### src/hdl/ubdc_pkg.sv
// Shared types, widths and constants of the UART baud divisor calculator.
package ubdc_pkg;

	localparam int CLK_W    = 28;
	localparam int BAUD_W   = 24;
	localparam int CFG_IDX_W = 2;
	localparam int NUM_W    = 33;
	localparam int DVSR_W   = 26;
	localparam int MANT_W   = 12;
	localparam int FRAC_W   = 4;
	localparam int WORD_W   = 16;
	localparam int STAT_W   = 2;
	localparam int DIVL_W   = 19;
	localparam int REM100_W = 7;

	localparam logic [CFG_IDX_W-1:0] REG_SLOW_CLK = 2'd0;
	localparam logic [CFG_IDX_W-1:0] REG_FAST_CLK = 2'd1;
	localparam logic [CFG_IDX_W-1:0] REG_OVER8    = 2'd2;

	localparam logic [CLK_W-1:0] CLK_RESET = 28'd16000000;

	localparam logic [STAT_W-1:0] STAT_OK        = 2'd0;
	localparam logic [STAT_W-1:0] STAT_BAUD_ZERO = 2'd1;
	localparam logic [STAT_W-1:0] STAT_RANGE     = 2'd2;

	localparam logic [MANT_W-1:0] MANT_MAX  = 12'd4095;
	localparam logic [DIVL_W-1:0] DIV_LIMIT = 19'd409600;
	localparam logic [19:0]       RECIP100  = 20'd671089;
	localparam logic [11:0]       RECIP100_SMALL = 12'd2622;
	localparam logic [10:0]       ROUND_HALF = 11'd50;
	localparam logic [DIVL_W-1:0] HUNDRED   = 19'd100;
	localparam logic [FRAC_W-1:0] FMASK8    = 4'h7;
	localparam logic [FRAC_W-1:0] FMASK16   = 4'hF;

	typedef struct packed {
		logic [DVSR_W-1:0] rem;
		logic [NUM_W-1:0]  dq;
		logic [DVSR_W-1:0] dvsr;
		logic              zero;
		logic              by8;
	} cell_t;

endpackage

### src/hdl/uart_baud_divisor_calc_top.sv
// Top level of the UART fractional baud divisor calculator.
// Each item (baud rate and clock choice) yields one result: mantissa, fraction, packed
// divisor word and status. The block takes one item per clock cycle while the output side
// does not stall and returns each result through its registered stages: one input
// stage, a chain of 33 division cells that each produce one quotient bit of
// 25*clock / (2 or 4 * baud), and three stages that split the divider into mantissa and
// rounded fraction. Each stage holds an item independently, so idle stages fill even while
// a result waits at the output. Configuration registers take effect on the next item.
module uart_baud_divisor_calc_top
	import ubdc_pkg::*;
(
	input  logic                 clk,
	input  logic                 arst_n,
	input  logic                 cfg_en,
	input  logic [CFG_IDX_W-1:0] cfg_index,
	input  logic [CLK_W-1:0]     cfg_data,
	input  logic                 in_valid,
	output logic                 in_ready,
	input  logic [BAUD_W-1:0]    baud_rate,
	input  logic                 use_fast_clock,
	output logic                 out_valid,
	input  logic                 out_ready,
	output logic [MANT_W-1:0]    mantissa,
	output logic [FRAC_W-1:0]    fraction,
	output logic [WORD_W-1:0]    divisor_word,
	output logic [STAT_W-1:0]    status
);

	logic [CLK_W-1:0] slow_clk_q;
	logic [CLK_W-1:0] fast_clk_q;
	logic             by8_q;

	logic  chain_valid [NUM_W+1];
	logic  chain_ready [NUM_W+1];
	cell_t chain_data  [NUM_W+1];

	always_ff @(posedge clk or negedge arst_n) begin
		if (!arst_n) begin
			slow_clk_q <= CLK_RESET;
			fast_clk_q <= CLK_RESET;
			by8_q      <= 1'b0;
		end else if (cfg_en) begin
			case (cfg_index)
				REG_SLOW_CLK: slow_clk_q <= cfg_data;
				REG_FAST_CLK: fast_clk_q <= cfg_data;
				REG_OVER8:    by8_q      <= cfg_data[0];
				default: ;
			endcase
		end
	end

	ubdc_prep u_prep (
		.clk            (clk),
		.arst_n         (arst_n),
		.in_valid       (in_valid),
		.in_ready       (in_ready),
		.baud_rate      (baud_rate),
		.use_fast_clock (use_fast_clock),
		.slow_clk_hz    (slow_clk_q),
		.fast_clk_hz    (fast_clk_q),
		.by8            (by8_q),
		.dn_valid       (chain_valid[0]),
		.dn_ready       (chain_ready[0]),
		.dn_data        (chain_data[0])
	);

	for (genvar i = 0; i < NUM_W; i++) begin : g_cell
		ubdc_div_cell u_cell (
			.clk      (clk),
			.arst_n   (arst_n),
			.up_valid (chain_valid[i]),
			.up_ready (chain_ready[i]),
			.up_data  (chain_data[i]),
			.dn_valid (chain_valid[i+1]),
			.dn_ready (chain_ready[i+1]),
			.dn_data  (chain_data[i+1])
		);
	end

	ubdc_finish u_finish (
		.clk          (clk),
		.arst_n       (arst_n),
		.up_valid     (chain_valid[NUM_W]),
		.up_ready     (chain_ready[NUM_W]),
		.up_data      (chain_data[NUM_W]),
		.out_valid    (out_valid),
		.out_ready    (out_ready),
		.mantissa     (mantissa),
		.fraction     (fraction),
		.divisor_word (divisor_word),
		.status       (status)
	);

endmodule

### src/hdl/ubdc_prep.sv
// Input stage: selects the clock, forms 25 times the clock and the scaled divisor.
module ubdc_prep
	import ubdc_pkg::*;
(
	input  logic              clk,
	input  logic              arst_n,
	input  logic              in_valid,
	output logic              in_ready,
	input  logic [BAUD_W-1:0] baud_rate,
	input  logic              use_fast_clock,
	input  logic [CLK_W-1:0]  slow_clk_hz,
	input  logic [CLK_W-1:0]  fast_clk_hz,
	input  logic              by8,
	output logic              dn_valid,
	input  logic              dn_ready,
	output cell_t             dn_data
);

	logic [CLK_W-1:0] sel_clk;
	logic [NUM_W-1:0] num;
	logic [DVSR_W-1:0] dvsr;
	logic             valid_q;
	cell_t            data_q;

	assign sel_clk = use_fast_clock ? fast_clk_hz : slow_clk_hz;
	assign num = {sel_clk, 4'b0000} + {1'b0, sel_clk, 3'b000} + NUM_W'(sel_clk);
	assign dvsr = by8 ? {1'b0, baud_rate, 1'b0} : {baud_rate, 2'b00};

	assign in_ready = ~valid_q | dn_ready;

	always_ff @(posedge clk or negedge arst_n) begin
		if (!arst_n) begin
			valid_q <= 1'b0;
		end else if (in_ready) begin
			valid_q <= in_valid;
		end
	end

	always_ff @(posedge clk) begin
		if (in_valid && in_ready) begin
			data_q.rem  <= '0;
			data_q.dq   <= num;
			data_q.dvsr <= dvsr;
			data_q.zero <= (baud_rate == '0);
			data_q.by8  <= by8;
		end
	end

	assign dn_valid = valid_q;
	assign dn_data  = data_q;

endmodule

### src/hdl/ubdc_div_cell.sv
// One restoring-division cell that produces one quotient bit per item.
module ubdc_div_cell
	import ubdc_pkg::*;
(
	input  logic  clk,
	input  logic  arst_n,
	input  logic  up_valid,
	output logic  up_ready,
	input  cell_t up_data,
	output logic  dn_valid,
	input  logic  dn_ready,
	output cell_t dn_data
);

	logic [DVSR_W:0] shifted;
	logic [DVSR_W:0] trial;
	logic            qbit;
	logic            valid_q;
	cell_t           data_q;

	assign shifted = {up_data.rem, up_data.dq[NUM_W-1]};
	assign trial   = shifted - {1'b0, up_data.dvsr};
	assign qbit    = ~trial[DVSR_W];

	assign up_ready = ~valid_q | dn_ready;

	always_ff @(posedge clk or negedge arst_n) begin
		if (!arst_n) begin
			valid_q <= 1'b0;
		end else if (up_ready) begin
			valid_q <= up_valid;
		end
	end

	always_ff @(posedge clk) begin
		if (up_valid && up_ready) begin
			data_q.rem  <= qbit ? trial[DVSR_W-1:0] : shifted[DVSR_W-1:0];
			data_q.dq   <= {up_data.dq[NUM_W-2:0], qbit};
			data_q.dvsr <= up_data.dvsr;
			data_q.zero <= up_data.zero;
			data_q.by8  <= up_data.by8;
		end
	end

	assign dn_valid = valid_q;
	assign dn_data  = data_q;

endmodule

### src/hdl/ubdc_finish.sv
// Output stages: split the divider into mantissa and rounded fraction and pack the word.
module ubdc_finish
	import ubdc_pkg::*;
(
	input  logic              clk,
	input  logic              arst_n,
	input  logic              up_valid,
	output logic              up_ready,
	input  cell_t             up_data,
	output logic              out_valid,
	input  logic              out_ready,
	output logic [MANT_W-1:0] mantissa,
	output logic [FRAC_W-1:0] fraction,
	output logic [WORD_W-1:0] divisor_word,
	output logic [STAT_W-1:0] status
);

	logic [NUM_W-1:0]    quo;
	logic                big;
	logic [38:0]         mprod;
	logic                ready1, ready2, ready3;

	logic                valid_s1;
	logic [MANT_W-1:0]   mant_s1;
	logic [DIVL_W-1:0]   divl_s1;
	logic                big_s1, zero_s1, by8_s1;

	logic [DIVL_W-1:0]   rem_full;
	logic                valid_s2;
	logic [MANT_W-1:0]   mant_s2;
	logic [REM100_W-1:0] rem_s2;
	logic                big_s2, zero_s2, by8_s2;

	logic [10:0]         scaled;
	logic [22:0]         fprod;
	logic [4:0]          fr;
	logic                carry;
	logic [FRAC_W-1:0]   fmask;
	logic [MANT_W:0]     mant_c;
	logic [MANT_W-1:0]   mant_n;
	logic [FRAC_W-1:0]   frac_n;
	logic [STAT_W-1:0]   stat_n;
	logic                valid_s3;
	logic [MANT_W-1:0]   mant_s3;
	logic [FRAC_W-1:0]   frac_s3;
	logic [STAT_W-1:0]   stat_s3;

	assign ready3   = ~valid_s3 | out_ready;
	assign ready2   = ~valid_s2 | ready3;
	assign ready1   = ~valid_s1 | ready2;
	assign up_ready = ready1;

	// Stage 1: range check and mantissa by reciprocal of 100.
	assign quo   = up_data.dq;
	assign big   = (quo[NUM_W-1:DIVL_W] != '0) || (quo[DIVL_W-1:0] >= DIV_LIMIT);
	assign mprod = 39'(quo[DIVL_W-1:0]) * 39'(RECIP100);

	always_ff @(posedge clk or negedge arst_n) begin
		if (!arst_n) begin
			valid_s1 <= 1'b0;
			valid_s2 <= 1'b0;
			valid_s3 <= 1'b0;
		end else begin
			if (ready1) begin
				valid_s1 <= up_valid;
			end
			if (ready2) begin
				valid_s2 <= valid_s1;
			end
			if (ready3) begin
				valid_s3 <= valid_s2;
			end
		end
	end

	always_ff @(posedge clk) begin
		if (up_valid && ready1) begin
			mant_s1 <= mprod[37:26];
			divl_s1 <= quo[DIVL_W-1:0];
			big_s1  <= big;
			zero_s1 <= up_data.zero;
			by8_s1  <= up_data.by8;
		end
	end

	// Stage 2: remainder of the divider modulo 100.
	assign rem_full = divl_s1 - DIVL_W'(mant_s1) * HUNDRED;

	always_ff @(posedge clk) begin
		if (valid_s1 && ready2) begin
			mant_s2 <= mant_s1;
			rem_s2  <= rem_full[REM100_W-1:0];
			big_s2  <= big_s1;
			zero_s2 <= zero_s1;
			by8_s2  <= by8_s1;
		end
	end

	// Stage 3: rounded fraction, carry into the mantissa, saturation and status.
	assign scaled = (by8_s2 ? {1'b0, rem_s2, 3'b000} : {rem_s2, 4'b0000}) + ROUND_HALF;
	assign fprod  = 23'(scaled) * 23'(RECIP100_SMALL);
	assign fr     = fprod[22:18];
	assign carry  = by8_s2 ? fr[3] : fr[4];
	assign fmask  = by8_s2 ? FMASK8 : FMASK16;
	assign mant_c = {1'b0, mant_s2} + (MANT_W+1)'(carry);

	always_comb begin
		if (zero_s2) begin
			mant_n = '0;
			frac_n = '0;
			stat_n = STAT_BAUD_ZERO;
		end else if (big_s2 || mant_c[MANT_W]) begin
			mant_n = MANT_MAX;
			frac_n = fmask;
			stat_n = STAT_RANGE;
		end else begin
			mant_n = mant_c[MANT_W-1:0];
			frac_n = fr[FRAC_W-1:0] & fmask;
			stat_n = STAT_OK;
		end
	end

	always_ff @(posedge clk) begin
		if (valid_s2 && ready3) begin
			mant_s3 <= mant_n;
			frac_s3 <= frac_n;
			stat_s3 <= stat_n;
		end
	end

	assign out_valid    = valid_s3;
	assign mantissa     = mant_s3;
	assign fraction     = frac_s3;
	assign divisor_word = {mant_s3, frac_s3};
	assign status       = stat_s3;

endmodule
### config.mk
export PLATFORM = sky130hd
export DESIGN_NAME = uart_baud_divisor_calc_top
export DESIGN_NICKNAME = d
export VERILOG_FILES = /design/src/hdl/ubdc_pkg.sv /design/src/hdl/uart_baud_divisor_calc_top.sv /design/src/hdl/ubdc_prep.sv /design/src/hdl/ubdc_div_cell.sv /design/src/hdl/ubdc_finish.sv
export SDC_FILE = /design/constraint.sdc
export NUM_CORES = 2
export LEC_CHECK = 0
export CORE_UTILIZATION = 40
export CTS_CLUSTER_SIZE = 16
export DETAILED_ROUTE_END_ITERATION = 10
export DONT_BUFFER_PORTS = 1
export GPL_TIMING_DRIVEN = 0
export PLACE_DENSITY = 0.62
export SYNTH_ARGS = -nofsm -noshare
export SYNTH_HDL_FRONTEND = slang
export SYNTH_SLANG_ARGS = --single-unit
### constraint.sdc
create_clock -name clk -period 10.6 [get_ports clk]
set_input_delay 0.53 -clock clk [delete_from_list [all_inputs] [get_ports clk]]
set_output_delay 0.53 -clock clk [all_outputs]
set_load 0.005 [all_outputs]
==> out/results.tsv <==
metric	value	unit
hp-class	in2reg	
path_clk_slew	60	ps
outcome	finished with violations	
synth-xor-area-share	0.04063	
violations	DRC	
clockBufferDepth	4	
synthMuxAreaShare	0.06576	
netlist_top_cells_area	edfxtp_1 58%, ha_1 9.0%, mux2_2 5.8%	
fillers	32850	
drtIter0Drc	4994	
vias_per_cell	5.107	
synthesis.area	149900	µm²
crit_path_frequent_cell	ha_1	
final-instance-count-excl-fill	16740	
rsz0062_at_grt	no	
leakage	67.35	nW
drtPass1Iterations	10	
setup_viol	0	
max-cap-violations	0	
synthAdderAreaFrac	0.1171	
route.detailed.drc	16	
layout_commonest_cell	edfxtp_1	
place_area	157500	µm²
postSynth.asyncResetShare	0.03165	
synth_edf_count	2876	
num_vias	85490	
p_per_area	348.3	nW/µm²
numPortBuffers	0	
crit_fanout	10	
final_area	168700	µm²
cp-start-kind	flop	
synth_warnings	0	
grt_pass1_vias	88990	
cp_slowest_cell	o22ai_1	
worstSetupPathType	reg2reg	
yosys.area.top_type	edfxtp_1	
worstMarginPinSlew	1295	ps
syn_avg_cell_area	13.56	µm²
hold_violations	0	
num_rows	224	
worstSetupEndpointType	flop	
synth_ff_type	edfxtp_1	
core	372500	µm²
clock_sinks	2970	
ir_drop	491.0	µV
die-width	614.1	µm
cts_setup_buffers	0	
yosys.area_share.simple	0.05829	
hold_buffers	68	
min_period_over_period	0.9227	
required	11210	ps
synth_compound_gate_area_share	0.08940	
ctsRootBufferMaster	clkbuf_16	
r2r_slack	820	ps
dieArea	377100	µm²
wl_per_cell	19.05	µm
start_util	0.4023	
clk_latency	920	ps
fin_worst_skew	52.10	ps
routed_wl	318900	µm
yosysUniqueCellTypes	92	
drive_gt1_frac	0.1293	
dieHeight	614.1	µm
antenna_found_initial	6	
synth_seq_area_share	0.5921	
synth_top_area_frac	0.5763	
cts_tree	done	
drv_slew	0	
cts_buffers	326	
dp.cells	16090	
ant_nets	0	
gr-total-overflow	0	
slew_headroom	0.1304	
gr-usage-all-layers	0.1679	
ios	96	
grt_max_degree	95	
final_core_util	0.4530	
fin_crit	9780	ps
synth_top_family_by_area	adder cells	
clock.fmax	102.2	MHz
routabilityCongestion	0.8908	
syn2layout_area_growth	12.58	%
place_hpwl	243400	µm
synth_cells	11050	
finalPower	58.76	mW
final_cell_mix	2,876 x edfxtp_1, 1,300 x inv_1, 1,075 x ha_1	
htreeDepth	5	
cts_resized	0	
nNetsFinal	12850	
cp_slowest_stage_delay	750	ps
grt_pass1_wl	499700	µm
crit_arrival	10390	ps
fin_tns_setup	0	ps
ys_ff_latch	2970	
[worst max-delay path: cells and delay by family, from the launching register on]
family	cells	cell delay, ps
compound gates	9	2840
fa+ha+maj	8	2820
buf+inv	4	1090
flops	1	460
mux	1	320
simple gates	9	1950
[layer usage]
metal / share of wire / track usage
met1: 0.42 / 0.2041
met2: 0.51 / 0.3055
met3: 0.034 / 0.01959
met4: 0.035 / 0.05904
met5: 0 / 0
[cell usage after synthesis, types with 36 or more instances]
library cell,number
or2_2,46
o31ai_1,36
mux2_2,766
a21oi_1,554
o21bai_1,79
nor2b_1,122
xnor2_1,510
nor2_1,536
mux2i_1,98
a21boi_0,47
edfxtp_1,2876
a211oi_1,75
o31a_1,36
nand2b_1,141
o21ai_0,359
and3_1,82
and2_1,46
nor3_1,147
xor2_1,176
a31oi_1,39
dfrtp_1,80
or3_1,57
nand4_1,36
o21a_1,237
inv_1,1300
ha_1,1075
nand2_1,304
fa_1,205
buf_2,49
a21o_1,291
nand3_1,152
[registers in the layout, summed over array words and instances, names as in the netlist, 12 cells and up]
signal and flops:
g_cell.u_cell.dn_data 2755, u_finish.mant_s2 12, slow_clk_q 28, u_prep.dn_data 59, u_finish.mantissa 12, u_finish.mant_s1 12, g_cell.u_cell.dn_valid 33, fast_clk_q 28
[cell families after synthesis]
family                   count (synthesis)
other                                    1
buffers and inverters                 1420
AND/OR/NAND/NOR                       1768
XOR/XNOR                               691
AO/OA/AOI/OAI                         2038
multiplexers                           881
adder cells (fa/ha/maj)               1280
flip-flops                            2970
[metrics by stage]
| stage | hold slack [ps] | setup WS [ps] |
|---|---|---|
| after global routing | 29.32 | 120.7 |
| after CTS | 17.66 | 776.2 |
| after detailed placement | 237.2 | 873.1 |
| after global placement | 237.6 | -2344 |
| after floorplan | 234.4 | 2228 |
| final | 100.6 | 819.8 |
[final timing paths]
| kind | to | start | cells past startpoint |
|---|---|---|---|
| max in group asynchronous | g_cell[30].u_cell.dn_valid$_DFFE_PN0P_ | arst_n | 2 |
| max reg2reg | u_finish.mantissa[6]$_SDFFCE_PP0P_ | u_finish.by8_s2$_DFFE_PP_ | 31 |
| max | u_finish.mantissa[6]$_SDFFCE_PP0P_ | u_finish.by8_s2$_DFFE_PP_ | 31 |
| min | u_prep.dn_data[1]$_DFFE_PP_ | baud_rate[19] | 3 |
| min in group asynchronous | slow_clk_q[24]$_DFFE_PN0P_ | arst_n | 2 |
| min reg2reg | g_cell[6].u_cell.dn_data[59]$_DFFE_PP_ | g_cell[5].u_cell.dn_data[58]$_DFFE_PP_ | 0 |
[layout make-up]
class / instances / area [µm²] / area share
buffer: 115 / 598.1 / 0.003545
clock inverter: 192 / 1951 / 0.01156
antenna: 7 / 17.52 / 0.0001038
clock buffer: 387 / 8511 / 0.05044
multi-input combinational: 6670 / 55850 / 0.3310
timing repair buffer: 122 / 1937 / 0.01148
inverter: 1305 / 4898 / 0.02903
tap: 4972 / 6221 / 0.03687
sequential: 2970 / 88730 / 0.5259
[where the power goes]
group / total, mW / switching (mW) / internal, mW
Combinational: 29.1 / 15.5 / 13.6
Sequential: 18.5 / 1.54 / 17.0
Clock: 11.2 / 4.64 / 6.53
Total: 58.8 / 21.7 / 37.1
No activity file was read; power rests on OpenSTA's default activity.
